**src/rtl/bmf_pkg.sv**
```systemverilog
`default_nettype none
package bmf_pkg;

	localparam int PIX_W       = 8;
	localparam int ROW_DEPTH   = 32;
	localparam int COL_W       = 5;
	localparam int ROW_W       = 12;
	localparam int SLOT_W      = 3;
	localparam int DEF_WIDTH   = 8;
	localparam int DEF_HEIGHT  = 8;
	localparam int DEF_WINDOW  = 5;
	localparam int QUEUE_DEPTH = 4;

	// one output position to compute
	typedef struct packed {
		logic [ROW_W-1:0]  row;
		logic [COL_W-1:0]  col;
		logic [SLOT_W-1:0] slot;
		logic              run_last;
		logic              frame_last;
	} job_t;

	// line store write request
	typedef struct packed {
		logic              we;
		logic [SLOT_W-1:0] slot;
		logic [COL_W-1:0]  addr;
		logic [PIX_W-1:0]  data;
	} wr_t;

endpackage
`default_nettype wire

```
**src/rtl/bmf_ram.sv**
```systemverilog
`default_nettype none
module bmf_ram #(
	parameter int DATA_W = 8,
	parameter int DEPTH  = 32
) (
	input  logic                     clk,
	input  logic                     we,
	input  logic [$clog2(DEPTH)-1:0] waddr,
	input  logic [DATA_W-1:0]        wdata,
	input  logic [$clog2(DEPTH)-1:0] raddr,
	output logic [DATA_W-1:0]        rdata
);

	logic [DATA_W-1:0] mem_q [DEPTH];

	always_ff @(posedge clk) begin
		if (we) begin
			mem_q[waddr] <= wdata;
		end
		rdata <= mem_q[raddr];
	end

endmodule
`default_nettype wire

```
**src/rtl/bmf_queue.sv**
```systemverilog
`default_nettype none
module bmf_queue #(
	parameter int DEPTH = bmf_pkg::QUEUE_DEPTH
) (
	input  logic          clk,
	input  logic          arst_n,
	input  logic          push,
	input  bmf_pkg::job_t din,
	input  logic          pop,
	output bmf_pkg::job_t dout,
	output logic          empty,
	output logic          full
);

	localparam int PTR_W = (DEPTH > 1) ? $clog2(DEPTH) : 1;
	localparam int CNT_W = $clog2(DEPTH + 1);

	bmf_pkg::job_t     slots_q [DEPTH];
	logic [PTR_W-1:0]  wr_ptr_q, rd_ptr_q;
	logic [CNT_W-1:0]  count_q;

	assign empty = (count_q == '0);
	assign full  = (count_q == CNT_W'(DEPTH));
	assign dout  = slots_q[rd_ptr_q];

	always_ff @(posedge clk) begin
		if (push && !full) begin
			slots_q[wr_ptr_q] <= din;
		end
	end

	always_ff @(posedge clk or negedge arst_n) begin
		if (!arst_n) begin
			wr_ptr_q <= '0;
			rd_ptr_q <= '0;
			count_q  <= '0;
		end else begin
			if (push && !full) begin
				wr_ptr_q <= (wr_ptr_q == PTR_W'(DEPTH - 1)) ? '0 : wr_ptr_q + 1'b1;
			end
			if (pop && !empty) begin
				rd_ptr_q <= (rd_ptr_q == PTR_W'(DEPTH - 1)) ? '0 : rd_ptr_q + 1'b1;
			end
			case ({push && !full, pop && !empty})
				2'b10:   count_q <= count_q + 1'b1;
				2'b01:   count_q <= count_q - 1'b1;
				default: count_q <= count_q;
			endcase
		end
	end

endmodule
`default_nettype wire

```
**src/rtl/bmf_front.sv**
```systemverilog
`default_nettype none
module bmf_front #(
	parameter int WIDTH  = bmf_pkg::DEF_WIDTH,
	parameter int HEIGHT = bmf_pkg::DEF_HEIGHT,
	parameter int WINDOW = bmf_pkg::DEF_WINDOW
) (
	input  logic                      clk,
	input  logic                      arst_n,
	input  logic                      pix_valid,
	output logic                      pix_ready,
	input  logic [bmf_pkg::PIX_W-1:0] pix_data,
	input  logic                      back_busy,
	input  logic                      queue_empty,
	input  logic                      queue_full,
	output bmf_pkg::job_t             job,
	output logic                      job_push,
	output bmf_pkg::wr_t              wr
);

	localparam int AHEAD = WINDOW - 1 - WINDOW / 2;
	localparam int IR_W  = $clog2(HEIGHT);
	localparam int OR_W  = $clog2(HEIGHT + 1);
	localparam int C_W   = $clog2(WIDTH);
	localparam int SW    = $clog2(WINDOW);

	typedef enum logic [1:0] {
		F_ACCEPT = 2'b01,
		F_GEN    = 2'b10
	} fstate_t;

	fstate_t         state_q;
	logic [IR_W-1:0] in_row_q;
	logic [C_W-1:0]  in_col_q;
	logic [SW-1:0]   in_slot_q;
	logic [OR_W-1:0] out_row_q;
	logic [C_W-1:0]  out_col_q;
	logic [SW-1:0]   out_slot_q;

	logic            accept;
	logic            emit_cur, emit_nxt, row_wrap;
	logic [OR_W-1:0] nxt_row;
	logic [C_W-1:0]  nxt_col;

	// output (r,c) is ready once pixel (min(r+ahead,h-1), min(c+ahead,w-1)) is in
	function automatic logic fits(input logic [OR_W-1:0] r, input logic [C_W-1:0] c,
			input logic [IR_W-1:0] ir, input logic [C_W-1:0] ic);
		logic [OR_W:0] ra;
		logic [C_W:0]  ca;
		logic [OR_W:0] irx;
		logic [C_W:0]  icx;
		ra  = {1'b0, r} + (OR_W+1)'(AHEAD);
		ca  = {1'b0, c} + (C_W+1)'(AHEAD);
		irx = (OR_W+1)'(ir);
		icx = {1'b0, ic};
		if (ra > (OR_W+1)'(HEIGHT - 1)) begin
			ra = (OR_W+1)'(HEIGHT - 1);
		end
		if (ca > (C_W+1)'(WIDTH - 1)) begin
			ca = (C_W+1)'(WIDTH - 1);
		end
		return (r < OR_W'(HEIGHT)) && ((ra < irx) || ((ra == irx) && (ca <= icx)));
	endfunction

	assign pix_ready = (state_q == F_ACCEPT) && queue_empty && !back_busy;
	assign accept    = pix_valid && pix_ready;

	assign row_wrap = (out_col_q == C_W'(WIDTH - 1));
	assign nxt_col  = row_wrap ? '0 : out_col_q + 1'b1;
	assign nxt_row  = row_wrap ? out_row_q + 1'b1 : out_row_q;
	assign emit_cur = fits(out_row_q, out_col_q, in_row_q, in_col_q);
	assign emit_nxt = fits(nxt_row, nxt_col, in_row_q, in_col_q);

	assign job_push = (state_q == F_GEN) && emit_cur && !queue_full;

	always_comb begin
		job.row        = bmf_pkg::ROW_W'(out_row_q);
		job.col        = bmf_pkg::COL_W'(out_col_q);
		job.slot       = bmf_pkg::SLOT_W'(out_slot_q);
		job.run_last   = !emit_nxt;
		job.frame_last = (out_row_q == OR_W'(HEIGHT - 1)) && row_wrap;
		wr.we          = accept;
		wr.slot        = bmf_pkg::SLOT_W'(in_slot_q);
		wr.addr        = bmf_pkg::COL_W'(in_col_q);
		wr.data        = pix_data;
	end

	always_ff @(posedge clk or negedge arst_n) begin
		if (!arst_n) begin
			state_q    <= F_ACCEPT;
			in_row_q   <= '0;
			in_col_q   <= '0;
			in_slot_q  <= '0;
			out_row_q  <= '0;
			out_col_q  <= '0;
			out_slot_q <= '0;
		end else begin
			case (state_q)
				F_ACCEPT: begin
					if (accept) begin
						state_q <= F_GEN;
					end
				end
				F_GEN: begin
					if (emit_cur) begin
						if (!queue_full) begin
							out_col_q <= nxt_col;
							out_row_q <= nxt_row;
							if (row_wrap) begin
								out_slot_q <= (out_slot_q == SW'(WINDOW - 1)) ? '0
									: out_slot_q + 1'b1;
							end
						end
					end else begin
						// no more results for this pixel: advance input position
						state_q <= F_ACCEPT;
						if (in_col_q == C_W'(WIDTH - 1)) begin
							in_col_q <= '0;
							if (in_row_q == IR_W'(HEIGHT - 1)) begin
								in_row_q   <= '0;
								in_slot_q  <= '0;
								out_row_q  <= '0;
								out_col_q  <= '0;
								out_slot_q <= '0;
							end else begin
								in_row_q  <= in_row_q + 1'b1;
								in_slot_q <= (in_slot_q == SW'(WINDOW - 1)) ? '0
									: in_slot_q + 1'b1;
							end
						end else begin
							in_col_q <= in_col_q + 1'b1;
						end
					end
				end
				default: state_q <= F_ACCEPT;
			endcase
		end
	end

endmodule
`default_nettype wire

```
**src/rtl/bmf_back.sv**
```systemverilog
`default_nettype none
module bmf_back #(
	parameter int WIDTH  = bmf_pkg::DEF_WIDTH,
	parameter int HEIGHT = bmf_pkg::DEF_HEIGHT,
	parameter int WINDOW = bmf_pkg::DEF_WINDOW
) (
	input  logic                      clk,
	input  logic                      arst_n,
	input  bmf_pkg::job_t             head,
	input  logic                      queue_empty,
	output logic                      pop,
	output logic                      busy,
	output logic [bmf_pkg::COL_W-1:0] raddr,
	input  logic [bmf_pkg::PIX_W-1:0] rdata [WINDOW],
	output logic                      m_tvalid,
	input  logic                      m_tready,
	output logic [bmf_pkg::PIX_W-1:0] m_tdata,
	output logic                      m_tlast,
	output logic                      m_tuser
);

	localparam int HALF   = WINDOW / 2;
	localparam int AREA   = WINDOW * WINDOW;
	localparam int SUM_W  = $clog2(AREA * 255 + 1);
	localparam int DIV_S  = 24;
	localparam int DIV_M  = ((1 << DIV_S) + AREA - 1) / AREA;
	localparam int M_W    = $clog2(DIV_M + 1);
	localparam int DC_W   = $clog2(WINDOW + 1);
	localparam int RSUM_W = $clog2(WINDOW * 255 + 1);

	typedef enum logic [3:0] {
		B_IDLE = 4'b0001,
		B_READ = 4'b0010,
		B_DIV  = 4'b0100,
		B_OUT  = 4'b1000
	} bstate_t;

	bstate_t                   state_q;
	bmf_pkg::job_t             job_q;
	logic [DC_W-1:0]           dc_q;
	logic                      rd_vld_s1;
	logic [SUM_W-1:0]          sum_q;
	logic [bmf_pkg::PIX_W-1:0] res_q;
	logic                      last_q, flast_q;

	logic [bmf_pkg::COL_W:0]   cpos;
	logic                      col_ok;
	logic [RSUM_W-1:0]         col_sum;
	logic [SUM_W+M_W-1:0]      prod;

	assign pop  = (state_q == B_IDLE) && !queue_empty;
	assign busy = (state_q == B_READ);

	assign cpos   = {1'b0, job_q.col} + (bmf_pkg::COL_W+1)'(dc_q);
	assign col_ok = (cpos >= (bmf_pkg::COL_W+1)'(HALF))
		&& (cpos < (bmf_pkg::COL_W+1)'(WIDTH + HALF));
	assign raddr  = bmf_pkg::COL_W'(cpos - (bmf_pkg::COL_W+1)'(HALF));

	// sum one column of the window across the row slots
	always_comb begin
		logic [bmf_pkg::ROW_W:0]    rp;
		logic [bmf_pkg::SLOT_W+1:0] t;
		col_sum = '0;
		for (int dr = 0; dr < WINDOW; dr++) begin
			rp = {1'b0, job_q.row} + (bmf_pkg::ROW_W+1)'(dr);
			t  = (bmf_pkg::SLOT_W+2)'(job_q.slot) + (bmf_pkg::SLOT_W+2)'(dr + WINDOW - HALF);
			if (t >= (bmf_pkg::SLOT_W+2)'(WINDOW)) begin
				t = t - (bmf_pkg::SLOT_W+2)'(WINDOW);
			end
			if (t >= (bmf_pkg::SLOT_W+2)'(WINDOW)) begin
				t = t - (bmf_pkg::SLOT_W+2)'(WINDOW);
			end
			if ((rp >= (bmf_pkg::ROW_W+1)'(HALF))
					&& (rp < (bmf_pkg::ROW_W+1)'(HEIGHT + HALF))) begin
				col_sum = col_sum + RSUM_W'(rdata[t[$clog2(WINDOW)-1:0]]);
			end
		end
	end

	// divide by the window area as multiply by reciprocal
	assign prod = SUM_W'(sum_q) * M_W'(DIV_M);

	assign m_tvalid = (state_q == B_OUT);
	assign m_tdata  = res_q;
	assign m_tlast  = last_q;
	assign m_tuser  = flast_q;

	always_ff @(posedge clk) begin
		if (pop) begin
			job_q <= head;
		end
		if (state_q == B_IDLE) begin
			sum_q <= '0;
		end else if (rd_vld_s1) begin
			sum_q <= sum_q + SUM_W'(col_sum);
		end
		if (state_q == B_DIV) begin
			res_q   <= bmf_pkg::PIX_W'(prod >> DIV_S);
			last_q  <= job_q.run_last;
			flast_q <= job_q.frame_last;
		end
	end

	always_ff @(posedge clk or negedge arst_n) begin
		if (!arst_n) begin
			state_q   <= B_IDLE;
			dc_q      <= '0;
			rd_vld_s1 <= 1'b0;
		end else begin
			rd_vld_s1 <= (state_q == B_READ) && (dc_q < DC_W'(WINDOW)) && col_ok;
			case (state_q)
				B_IDLE: begin
					dc_q <= '0;
					if (pop) begin
						state_q <= B_READ;
					end
				end
				B_READ: begin
					// the last column read lands in the cycle after it is issued
					if (dc_q == DC_W'(WINDOW)) begin
						state_q <= B_DIV;
					end else begin
						dc_q <= dc_q + 1'b1;
					end
				end
				B_DIV: begin
					state_q <= B_OUT;
				end
				B_OUT: begin
					if (m_tready) begin
						state_q <= B_IDLE;
					end
				end
				default: state_q <= B_IDLE;
			endcase
		end
	end

	a_pop_starts_read: assert property (@(posedge clk) disable iff (!arst_n)
		pop |=> (state_q == B_READ))
		else $error("popped job did not start reading");

	a_div_then_out: assert property (@(posedge clk) disable iff (!arst_n)
		(state_q == B_DIV) |=> m_tvalid)
		else $error("division result not presented");

	a_acc_only_after_read: assert property (@(posedge clk) disable iff (!arst_n)
		rd_vld_s1 |-> $past(state_q == B_READ))
		else $error("accumulate without a read");

	a_no_pop_while_busy: assert property (@(posedge clk) disable iff (!arst_n)
		busy |-> !pop)
		else $error("job popped while reading");

endmodule
`default_nettype wire

```
**src/rtl/box_mean_filter_5x5_top.sv**
```systemverilog
// box mean filter, zero padded, over a WIDTH x HEIGHT frame of 8-bit pixels
// input stream s_axis: one pixel per request in raster order, no framing
// output stream m_axis: smoothed pixels in raster order; tlast marks the last
// result caused by one input pixel, tuser marks the final pixel of the frame
// an input pixel that completes no window gives no output; row ends and the
// last pixel of the frame give a burst of results
// the front end accepts a pixel, then schedules its completed results one by
// one, pausing while the job queue is full; the back end takes one result at
// a time, one line store read per window column (WINDOW rams in parallel)
// the front end accepts a pixel only when the job queue is empty and the back
// end is not reading the line store; a result waiting on tready does not
// block the next pixel
// reset clears all position counters; the line store needs no clearing
// when m_axis stalls, the back end holds its result and the queue fills,
// then the front end stops taking pixels
`default_nettype none
module box_mean_filter_5x5_top #(
	parameter int WIDTH  = bmf_pkg::DEF_WIDTH,
	parameter int HEIGHT = bmf_pkg::DEF_HEIGHT,
	parameter int WINDOW = bmf_pkg::DEF_WINDOW
) (
	input  wire logic       clk,
	input  wire logic       arst_n,
	input  wire logic       s_axis_tvalid,
	output logic            s_axis_tready,
	input  wire logic [7:0] s_axis_tdata,   // [7:0] pixel
	output logic            m_axis_tvalid,
	input  wire logic       m_axis_tready,
	output logic [7:0]      m_axis_tdata,   // [7:0] smoothed
	output logic            m_axis_tlast,
	output logic            m_axis_tuser    // [0] frame_last
);

	bmf_pkg::job_t             q_in, q_out;
	bmf_pkg::wr_t              wr;
	logic                      q_push, q_pop, q_empty, q_full, back_busy;
	logic [bmf_pkg::COL_W-1:0] raddr;
	logic [bmf_pkg::PIX_W-1:0] rdata [WINDOW];

	bmf_front #(.WIDTH(WIDTH), .HEIGHT(HEIGHT), .WINDOW(WINDOW)) u_front (
		.clk        (clk),
		.arst_n     (arst_n),
		.pix_valid  (s_axis_tvalid),
		.pix_ready  (s_axis_tready),
		.pix_data   (s_axis_tdata),
		.back_busy  (back_busy),
		.queue_empty(q_empty),
		.queue_full (q_full),
		.job        (q_in),
		.job_push   (q_push),
		.wr         (wr)
	);

	bmf_queue #(.DEPTH(bmf_pkg::QUEUE_DEPTH)) u_queue (
		.clk   (clk),
		.arst_n(arst_n),
		.push  (q_push),
		.din   (q_in),
		.pop   (q_pop),
		.dout  (q_out),
		.empty (q_empty),
		.full  (q_full)
	);

	for (genvar s = 0; s < WINDOW; s++) begin : g_line
		bmf_ram #(.DATA_W(bmf_pkg::PIX_W), .DEPTH(bmf_pkg::ROW_DEPTH)) u_ram (
			.clk  (clk),
			.we   (wr.we && (wr.slot == bmf_pkg::SLOT_W'(s))),
			.waddr(wr.addr),
			.wdata(wr.data),
			.raddr(raddr),
			.rdata(rdata[s])
		);
	end

	bmf_back #(.WIDTH(WIDTH), .HEIGHT(HEIGHT), .WINDOW(WINDOW)) u_back (
		.clk        (clk),
		.arst_n     (arst_n),
		.head       (q_out),
		.queue_empty(q_empty),
		.pop        (q_pop),
		.busy       (back_busy),
		.raddr      (raddr),
		.rdata      (rdata),
		.m_tvalid   (m_axis_tvalid),
		.m_tready   (m_axis_tready),
		.m_tdata    (m_axis_tdata),
		.m_tlast    (m_axis_tlast),
		.m_tuser    (m_axis_tuser)
	);

endmodule
`default_nettype wire

```
**config.mk**
```make
export PLATFORM = sky130hd
export DESIGN_NAME = box_mean_filter_5x5_top
export DESIGN_NICKNAME = d
export VERILOG_FILES = /design/src/rtl/bmf_pkg.sv /design/src/rtl/bmf_ram.sv /design/src/rtl/bmf_queue.sv /design/src/rtl/bmf_front.sv /design/src/rtl/bmf_back.sv /design/src/rtl/box_mean_filter_5x5_top.sv
export SDC_FILE = /design/constraint.sdc
export NUM_CORES = 1
export LEC_CHECK = 0
export BUFFER_PORTS_ARGS = -buffer_cell sky130_fd_sc_hd__buf_4
export CORE_ASPECT_RATIO = 0.75
export CORE_MARGIN = 2
export CORE_UTILIZATION = 50
export CTS_CLUSTER_SIZE = 14
export DETAILED_ROUTE_END_ITERATION = 16
export PLACE_DENSITY = 0.72
export SLEW_MARGIN = 20
export SYNTH_ARGS = -nofsm -noshare
export SYNTH_HDL_FRONTEND = slang
export SYNTH_HIERARCHICAL = 1
export SYNTH_SLANG_ARGS = --single-unit
```
**constraint.sdc**
```tcl
create_clock -name clk -period 19.83 [get_ports clk]
set_input_delay 1.983 -clock clk [delete_from_list [all_inputs] [get_ports clk]]
set_output_delay 1.983 -clock clk [all_outputs]
set_load 0.005 [all_outputs]
```
==> results.json, run 1 <==
{
  "outcome": "finished clean",
  "post_synth_xor_area_fraction": 0.00849,
  "grt_pass1_wl_um": 221000,
  "report.final.setup_viol": 0,
  "net_count_final": 4043,
  "fraction_of_the_mapped_netlist_area_in_simple_logic_gates": 0.0445,
  "drt-vias-per-instance": 6.10,
  "grt_max_degree": 109,
  "netlist_top_cells_area": "edfxtp_1, mux4_2, ha_1",
  "die_h_um": 321,
  "top_level_ports": 24,
  "worst_ep_arrival_time_ns": 11.06,
  "cp_max_fo": 24,
  "critical_path_capture_point_type": "flip-flop",
  "initial_antenna_violation_count": 3,
  "route.antenna.remaining_nets": 0,
  "post-place-cells": 5366,
  "path_class": "reg -> reg",
  "portion_of_netlist_area_occupied_by_mux_cells": 0.168,
  "synth_compound_gate_area_share": 0.0349,
  "rows": 116,
  "core-area_um2": 133000,
  "post_cts_resized": 0,
  "post_cts_setup_repair_buffer_count": 0,
  "critPathSlowestCell": "fa_1",
  "via_count_of_the_first_global_routing_pass": 33900,
  "clock-skew-final_ns": 0.0359,
  "mappedNetlistArea_um2": 67000,
  "post-dp-hpwl_um": 90700,
  "worstPathRequired_ns": 20.51,
  "placement.io_buffers": 23,
  "hold_ws_ns": 0.435,
  "worst_pin_slew_ns": 1.14,
  "layoutNonFillerInstCount": 5615,
  "cts_root_buf": "clkbuf_16",
  "power_density_nw_per_um2": 91.2,
  "relSlewSlack": 0.240,
  "synth-edff-count": 1400,
  "synth_top_family_by_area": "multiplexers",
  "num_vias": 34200,
  "path_common_cell": "ha_1",
  "synth_top_cell_area_share": 0.627,
  "final_hold_viol_count": 0,
  "synth_fa_ha_area_frac": 0.0642,
  "clock_sinks": 1489,
  "power_mw": 6.70,
  "netlist-cell-type-count": 107,
  "layout.cells.most_common": "edfxtp_1",
  "fp.dieW_um": 427,
  "die_outline_area_um2": 137000,
  "wl_um": 147000,
  "cap_viol_max_count": 0,
  "yosys.area.top_type": "edfxtp_1",
  "share_of_the_cycle_needed_by_the_critical_path_after_routing": 0.523,
  "cts_inserted_buffers": 139,
  "global_route.overflow_total": 0,
  "grtUsageTotal": 0.217,
  "final_layout_size_suffix_gt1_frac": 0.217,
  "insertion_delay_ns": 0.78,
  "postSynthRegisterBits": 1489,
  "unrepaired_setup_endpoints_after_global_routing": "no",
  "cts.reportedPaths.clkPinSlew_ns": 0.06,
  "ys_seq_area_frac": 0.656,
  "report.final.slew_viol_count": 0,
  "drtIter0Drc": 4170,
  "hold_class": "reg -> reg",
  "syn2layout_area_growth_pct": 9.58,
  "detail_route.first_pass.iterations": 5,
  "post_route_drc_violation_count": 0,
  "synth_async_reset_ratio": 0.0242,
  "ir_drop_mv": 0.0905,
  "postSynthAreaPerCell_um2": 18.3,
  "final_period_minus_worst_setup_slack_ns": 10.37,
  "max_freq_mhz": 96.4,
  "yosys_warnings": 6,
  "ys_dominant_reg_cell": "edfxtp_1",
  "start_util": 0.503,
  "mostFrequentLayoutCells": "edfxtp_1, mux4_2, nor2_1",
  "p_leak_nw": 25.1,
  "postSynthCellCount": 3672,
  "start_kind": "flip-flop",
  "clockBufferDepth": 3,
  "hold_buffers": 0,
  "clock_tree.htree_level_count": 4,
  "routabilityCongestion": 0.916,
  "longest_individual_stage_delay_on_the_worst_path_ns": 0.46,
  "fin_setup_tns_ns": 0,
  "routedWlPerCell_um": 26.1,
  "cts_tree": "done"
}
## cell type report
type / count / area (um^2)
Antenna cell: 2 / 5.00
Timing Repair Buffer: 77 / 611
Sequential cell: 1489 / 44000
Clock buffer: 191 / 3820
Fill cell: 10000 / 59800
Clock inverter: 56 / 571
Inverter: 163 / 627
Multi-Input combinational cell: 1867 / 21600
Tap cell: 1770 / 2210
## through the flow
| stage | worst slack [ns] | util | cell area (um^2) |
|---|---|---|---|
| floorplan | 10.23 | - | 67100 |
| global placement | 9.82 | 0.518 | 69000 |
| detailed placement | 9.69 | 0.518 | 69100 |
| CTS | 9.62 | 0.551 | 73400 |
| global route | 8.63 | 0.551 | 73500 |
| finish | 9.46 | 0.551 | 73500 |
## logic make-up (layout without fill, tap and decap cells)
| logic type | Yosys count | after routing |
|---|---|---|
| muxes | 563 | 563 |
| adders and majority gates | 294 | 294 |
| DFF | 1489 | 1489 |
| xor gates and xnor gates | 65 | 65 |
| other | 1 | 14 |
| AOI/OAI and AO/OA | 343 | 343 |
| buffers and inverters | 327 | 487 |
| and+or+nand+nor | 590 | 590 |
## critical path, delay by kind of cell, from the launching register on
family,cells,cell delay [ns]
DFF,1,0.32
adders and majority gates,9,2.78
muxes,3,0.65
AOI/OAI and AO/OA,26,4.83
xor gates and xnor gates,2,0.36
and+or+nand+nor,3,0.36
buffers and inverters,6,0.96
## power breakdown
part / leakage, nW / internal, mW / switching [mW]
registers: 13.5 / 3.46 / 0.0330
clock network: 2.12 / 1.44 / 1.16
logic: 9.43 / 0.238 / 0.370
## cell usage after synthesis (14+ instances only)
master and n:
buf_1 30, clkbuf_1 47, buf_2 22, inv_1 162, a21oi_1 76, nor3_1 27, nand2_1 79, nor2_1 267
nand2b_1 22, mux2_2 63, xor2_1 23, o21a_1 19, mux2i_1 54, mux4_2 433, nor2b_1 21, a211oi_1 14
fa_1 83, ha_1 211, a22o_1 18, and2_1 18, dfxtp_1 53, edfxtp_1 1400, nand3_1 30, buf_4 56
nand3b_1 28, or3b_2 15, a21o_1 26, o21ai_0 69, dfrtp_1 34, xnor2_1 42
## sequential cells by signal, indices dropped and copies added, names as in the netlist, 4 cells and up
| name | cells |
|---|---|
| g_line.u_ram/mem_q | 1280 |
| g_line.u_ram/rdata | 40 |
| u_back/job_q | 22 |
| u_back/m_tdata | 8 |
| u_back/state_q | 4 |
| u_back/sum_q | 13 |
| u_front/out_row_q | 4 |
| u_queue/slots_q | 88 |
## metal layers
layer / routed length (um) / share of wire / GRT usage / vias up
li1: - / - / - / 14800
met1: 65400 / 0.45 / 0.337 / 17800
met2: 64400 / 0.44 / 0.308 / 1439
met3: 13700 / 0.094 / 0.0543 / 186
met4: 2980 / 0.020 / 0.0526 / 0
met5: 0 / 0 / 0 / -
## final timing paths
check	cells past startpoint	to	slack (ns)	start
worst max-delay path	49	u_back/sum_q[12]	9.46	u_back/job_q[2]
worst min-delay path	0	u_back/m_tlast	0.44	u_back/job_q[1]
worst max register to register	49	u_back/sum_q[12]	9.46	u_back/job_q[2]
worst min register to register	0	u_back/m_tlast	0.44	u_back/job_q[1]
max in group asynchronous	1	u_front/in_col_q[1]	18.22	arst_n
min in group asynchronous	1	u_back/state_q[3]	1.17	arst_n
Power figures use the tool's default switching activity.
==> run 2: changes to the inputs <==
PLACE_DENSITY = 0.75   (was 0.72)
clock period = 8.7 ns   (was 19.83 ns; I/O delays follow)
==> run 2 against run 1 <==
  * Design area increased by 1.0%
  * Largest cell class unchanged
  * Worst setup slack got worse by 9.4 ns
  * Critical path type unchanged
  * Largest power group unchanged
  * Non-clock buffer count increased by 43
==> results.json, run 2 (synthesized netlist as in run 1, its figures left out) <==
{
  "post_route_drc_violation_count": 0,
  "share_of_the_cycle_needed_by_the_critical_path_after_routing": 0.992,
  "drt-vias-per-instance": 6.19,
  "p_leak_nw": 25.3,
  "net_count_final": 4085,
  "detailedPlace.worstSlack_ns": -0.147,
  "cts_inserted_buffers": 138,
  "relSlewSlack": 0.164,
  "critical_path_capture_point_type": "flip-flop",
  "die_outline_area_um2": 137000,
  "worst_ep_arrival_time_ns": 9.30,
  "power_density_nw_per_um2": 205,
  "hold_class": "in -> async",
  "placement.io_buffers": 23,
  "rows": 116,
  "path_class": "reg -> reg",
  "r2r_cells": 47,
  "fin_worst_setup_slack_ns": 0.0672,
  "routabilityCongestion": 0.923,
  "path_common_cell": "ha_4",
  "report.final.slew_viol_count": 0,
  "via_count_of_the_first_global_routing_pass": 34600,
  "fp.dieW_um": 427,
  "regMostFlops": "g_line.u_ram/mem_q",
  "power_mw": 15.2,
  "slack_of_the_worst_reg_to_reg_path_ns": 0.07,
  "final_hold_viol_count": 0,
  "timing.rr.start": "u_back/job_q[2]",
  "reg_top3": "g_line.u_ram/mem_q (1280), u_queue/slots_q (88), g_line.u_ram/rdata (40)",
  "cts_tree": "done",
  "mostFrequentLayoutCells": "edfxtp_1, mux4_2, nor2_1",
  "largest_register_ff_count": 1280,
  "route.antenna.remaining_nets": 0,
  "crit-reg2reg-capture": "u_back/sum_q[10]",
  "power_frac_comb": 0.100,
  "clock_tree.htree_level_count": 4,
  "global_route.overflow_total": 0,
  "cp_max_fo": 7,
  "cap_viol_max_count": 0,
  "ir_drop_mv": 0.239,
  "report.final.setup_viol": 0,
  "post-place-cells": 5386,
  "grt_pass1_wl_um": 224000,
  "clock-skew-final_ns": 0.0333,
  "wl_um": 147000,
  "final_period_minus_worst_setup_slack_ns": 8.63,
  "grt_max_degree": 124,
  "syn2layout_area_growth_pct": 10.7,
  "unrepaired_setup_endpoints_after_global_routing": "yes",
  "num_vias": 35000,
  "post-dp-hpwl_um": 89900,
  "initial_antenna_violation_count": 3,
  "insertion_delay_ns": 0.77,
  "worstPathRequired_ns": 9.36,
  "core-area_um2": 133000,
  "grtUsageTotal": 0.217,
  "critPathSlowestCell": "edfxtp_1",
  "start_util": 0.503,
  "drtIter0Drc": 4336,
  "cts_root_buf": "clkbuf_16",
  "switchingPower_mw": 3.57,
  "final_layout_size_suffix_gt1_frac": 0.244,
  "die_h_um": 321,
  "switching_share": 0.235,
  "layoutNonFillerInstCount": 5654,
  "worst_pin_slew_ns": 1.24,
  "hold_buffers": 0,
  "start_kind": "flip-flop",
  "intPower_mw": 11.6,
  "clockBufferDepth": 3,
  "cts.reportedPaths.clkPinSlew_ns": 0.06,
  "final_util": 0.557,
  "max_freq_mhz": 116,
  "routedWlPerCell_um": 26.1,
  "detail_route.first_pass.iterations": 5,
  "layout.cells.most_common": "edfxtp_1",
  "clock_sinks": 1489,
  "outcome": "finished clean",
  "longest_individual_stage_delay_on_the_worst_path_ns": 0.49,
  "clock_power_share": 0.378,
  "power.share.sequential": 0.522,
  "top_level_ports": 24
}
run 2: changes by cell type in the layout (fill, tap and decap cells not counted), moves of 5 or more:
cell      change
buf_4        +35
ha_1         -18
ha_4         +15
o21ai_0      -15
o21ai_2      +10
a21oi_1       -9
a211oi_1      -5
a211oi_2      +5
a21oi_2       +5
buf_6         +5
inv_1         -5
run 2: per-stage QoR:
stage / hold WS, ns / TNS, ns / area, um^2
final: 0.0658 / 0 / 74200
after global routing: 0.0858 / -1.08 / 74200
after CTS: 0.0342 / 0 / 73800
after detailed placement: 0.410 / -0.250 / 69400
after global placement: 0.414 / 0 / 69400
after floorplan: 0.400 / -0.0130 / 67300
run 2: routing by layer:
metal	wire length, um	track usage
met2	67100	0.317
met3	13900	0.0455
met5	0	0
met4	2590	0.0516
met1	63900	0.337
run 2: power by group through the flow:
stage	logic [mW]	registers [mW]	clock network (mW)
finish	1.53	7.94	5.74
global route	1.62	7.94	6.11
CTS	1.44	7.93	5.84
detailed placement	1.42	8.09	0
global placement	1.40	8.08	0
floorplan	0.926	8.09	0
run 2: worst max-delay path by stage:
stage,start,slack (ns),cells after the start,to
after global routing,u_back/job_q[2],-0.37,49,u_back/sum_q[10]
final,u_back/job_q[2],0.07,47,u_back/sum_q[10]
after floorplan,u_back/job_q[2],-0.01,50,u_back/sum_q[12]
after global placement,u_back/job_q[3],0.005,48,u_back/sum_q[12]
after detailed placement,u_back/job_q[3],-0.15,48,u_back/sum_q[10]
after CTS,u_back/job_q[2],0.002,48,u_back/sum_q[10]
run 2: layout make-up:
class / instances / area [um^2]
flip-flops and latches: 1489 / 44000
well taps: 1770 / 2210
fillers: 9878 / 59000
diodes: 2 / 5.00
clock buffers: 191 / 3800
repair buffers: 120 / 977
multi-input cells: 1867 / 22100
clock inverters: 52 / 434
inverters: 163 / 642
run 2: timing repair:
| action | CTS | global route |
|---|---|---|
| endpoints found under the hold margin | 0 | 0 |
| setup buffers | 7 | 16 |
| setup endpoints to repair | 2 | 5 |
| gates resized for setup | 19 | 65 |
| pin swaps | 9 | 32 |
run 2: critical path: cells and delay by family (launching register included):
family          cells  cell delay [ns]
compound gates     18             3.24
fa+ha+maj           9             2.21
mux                 4             0.90
simple gates        8             0.75
buf+inv             5             0.50
flops               1             0.49
xor+xnor            3             0.45
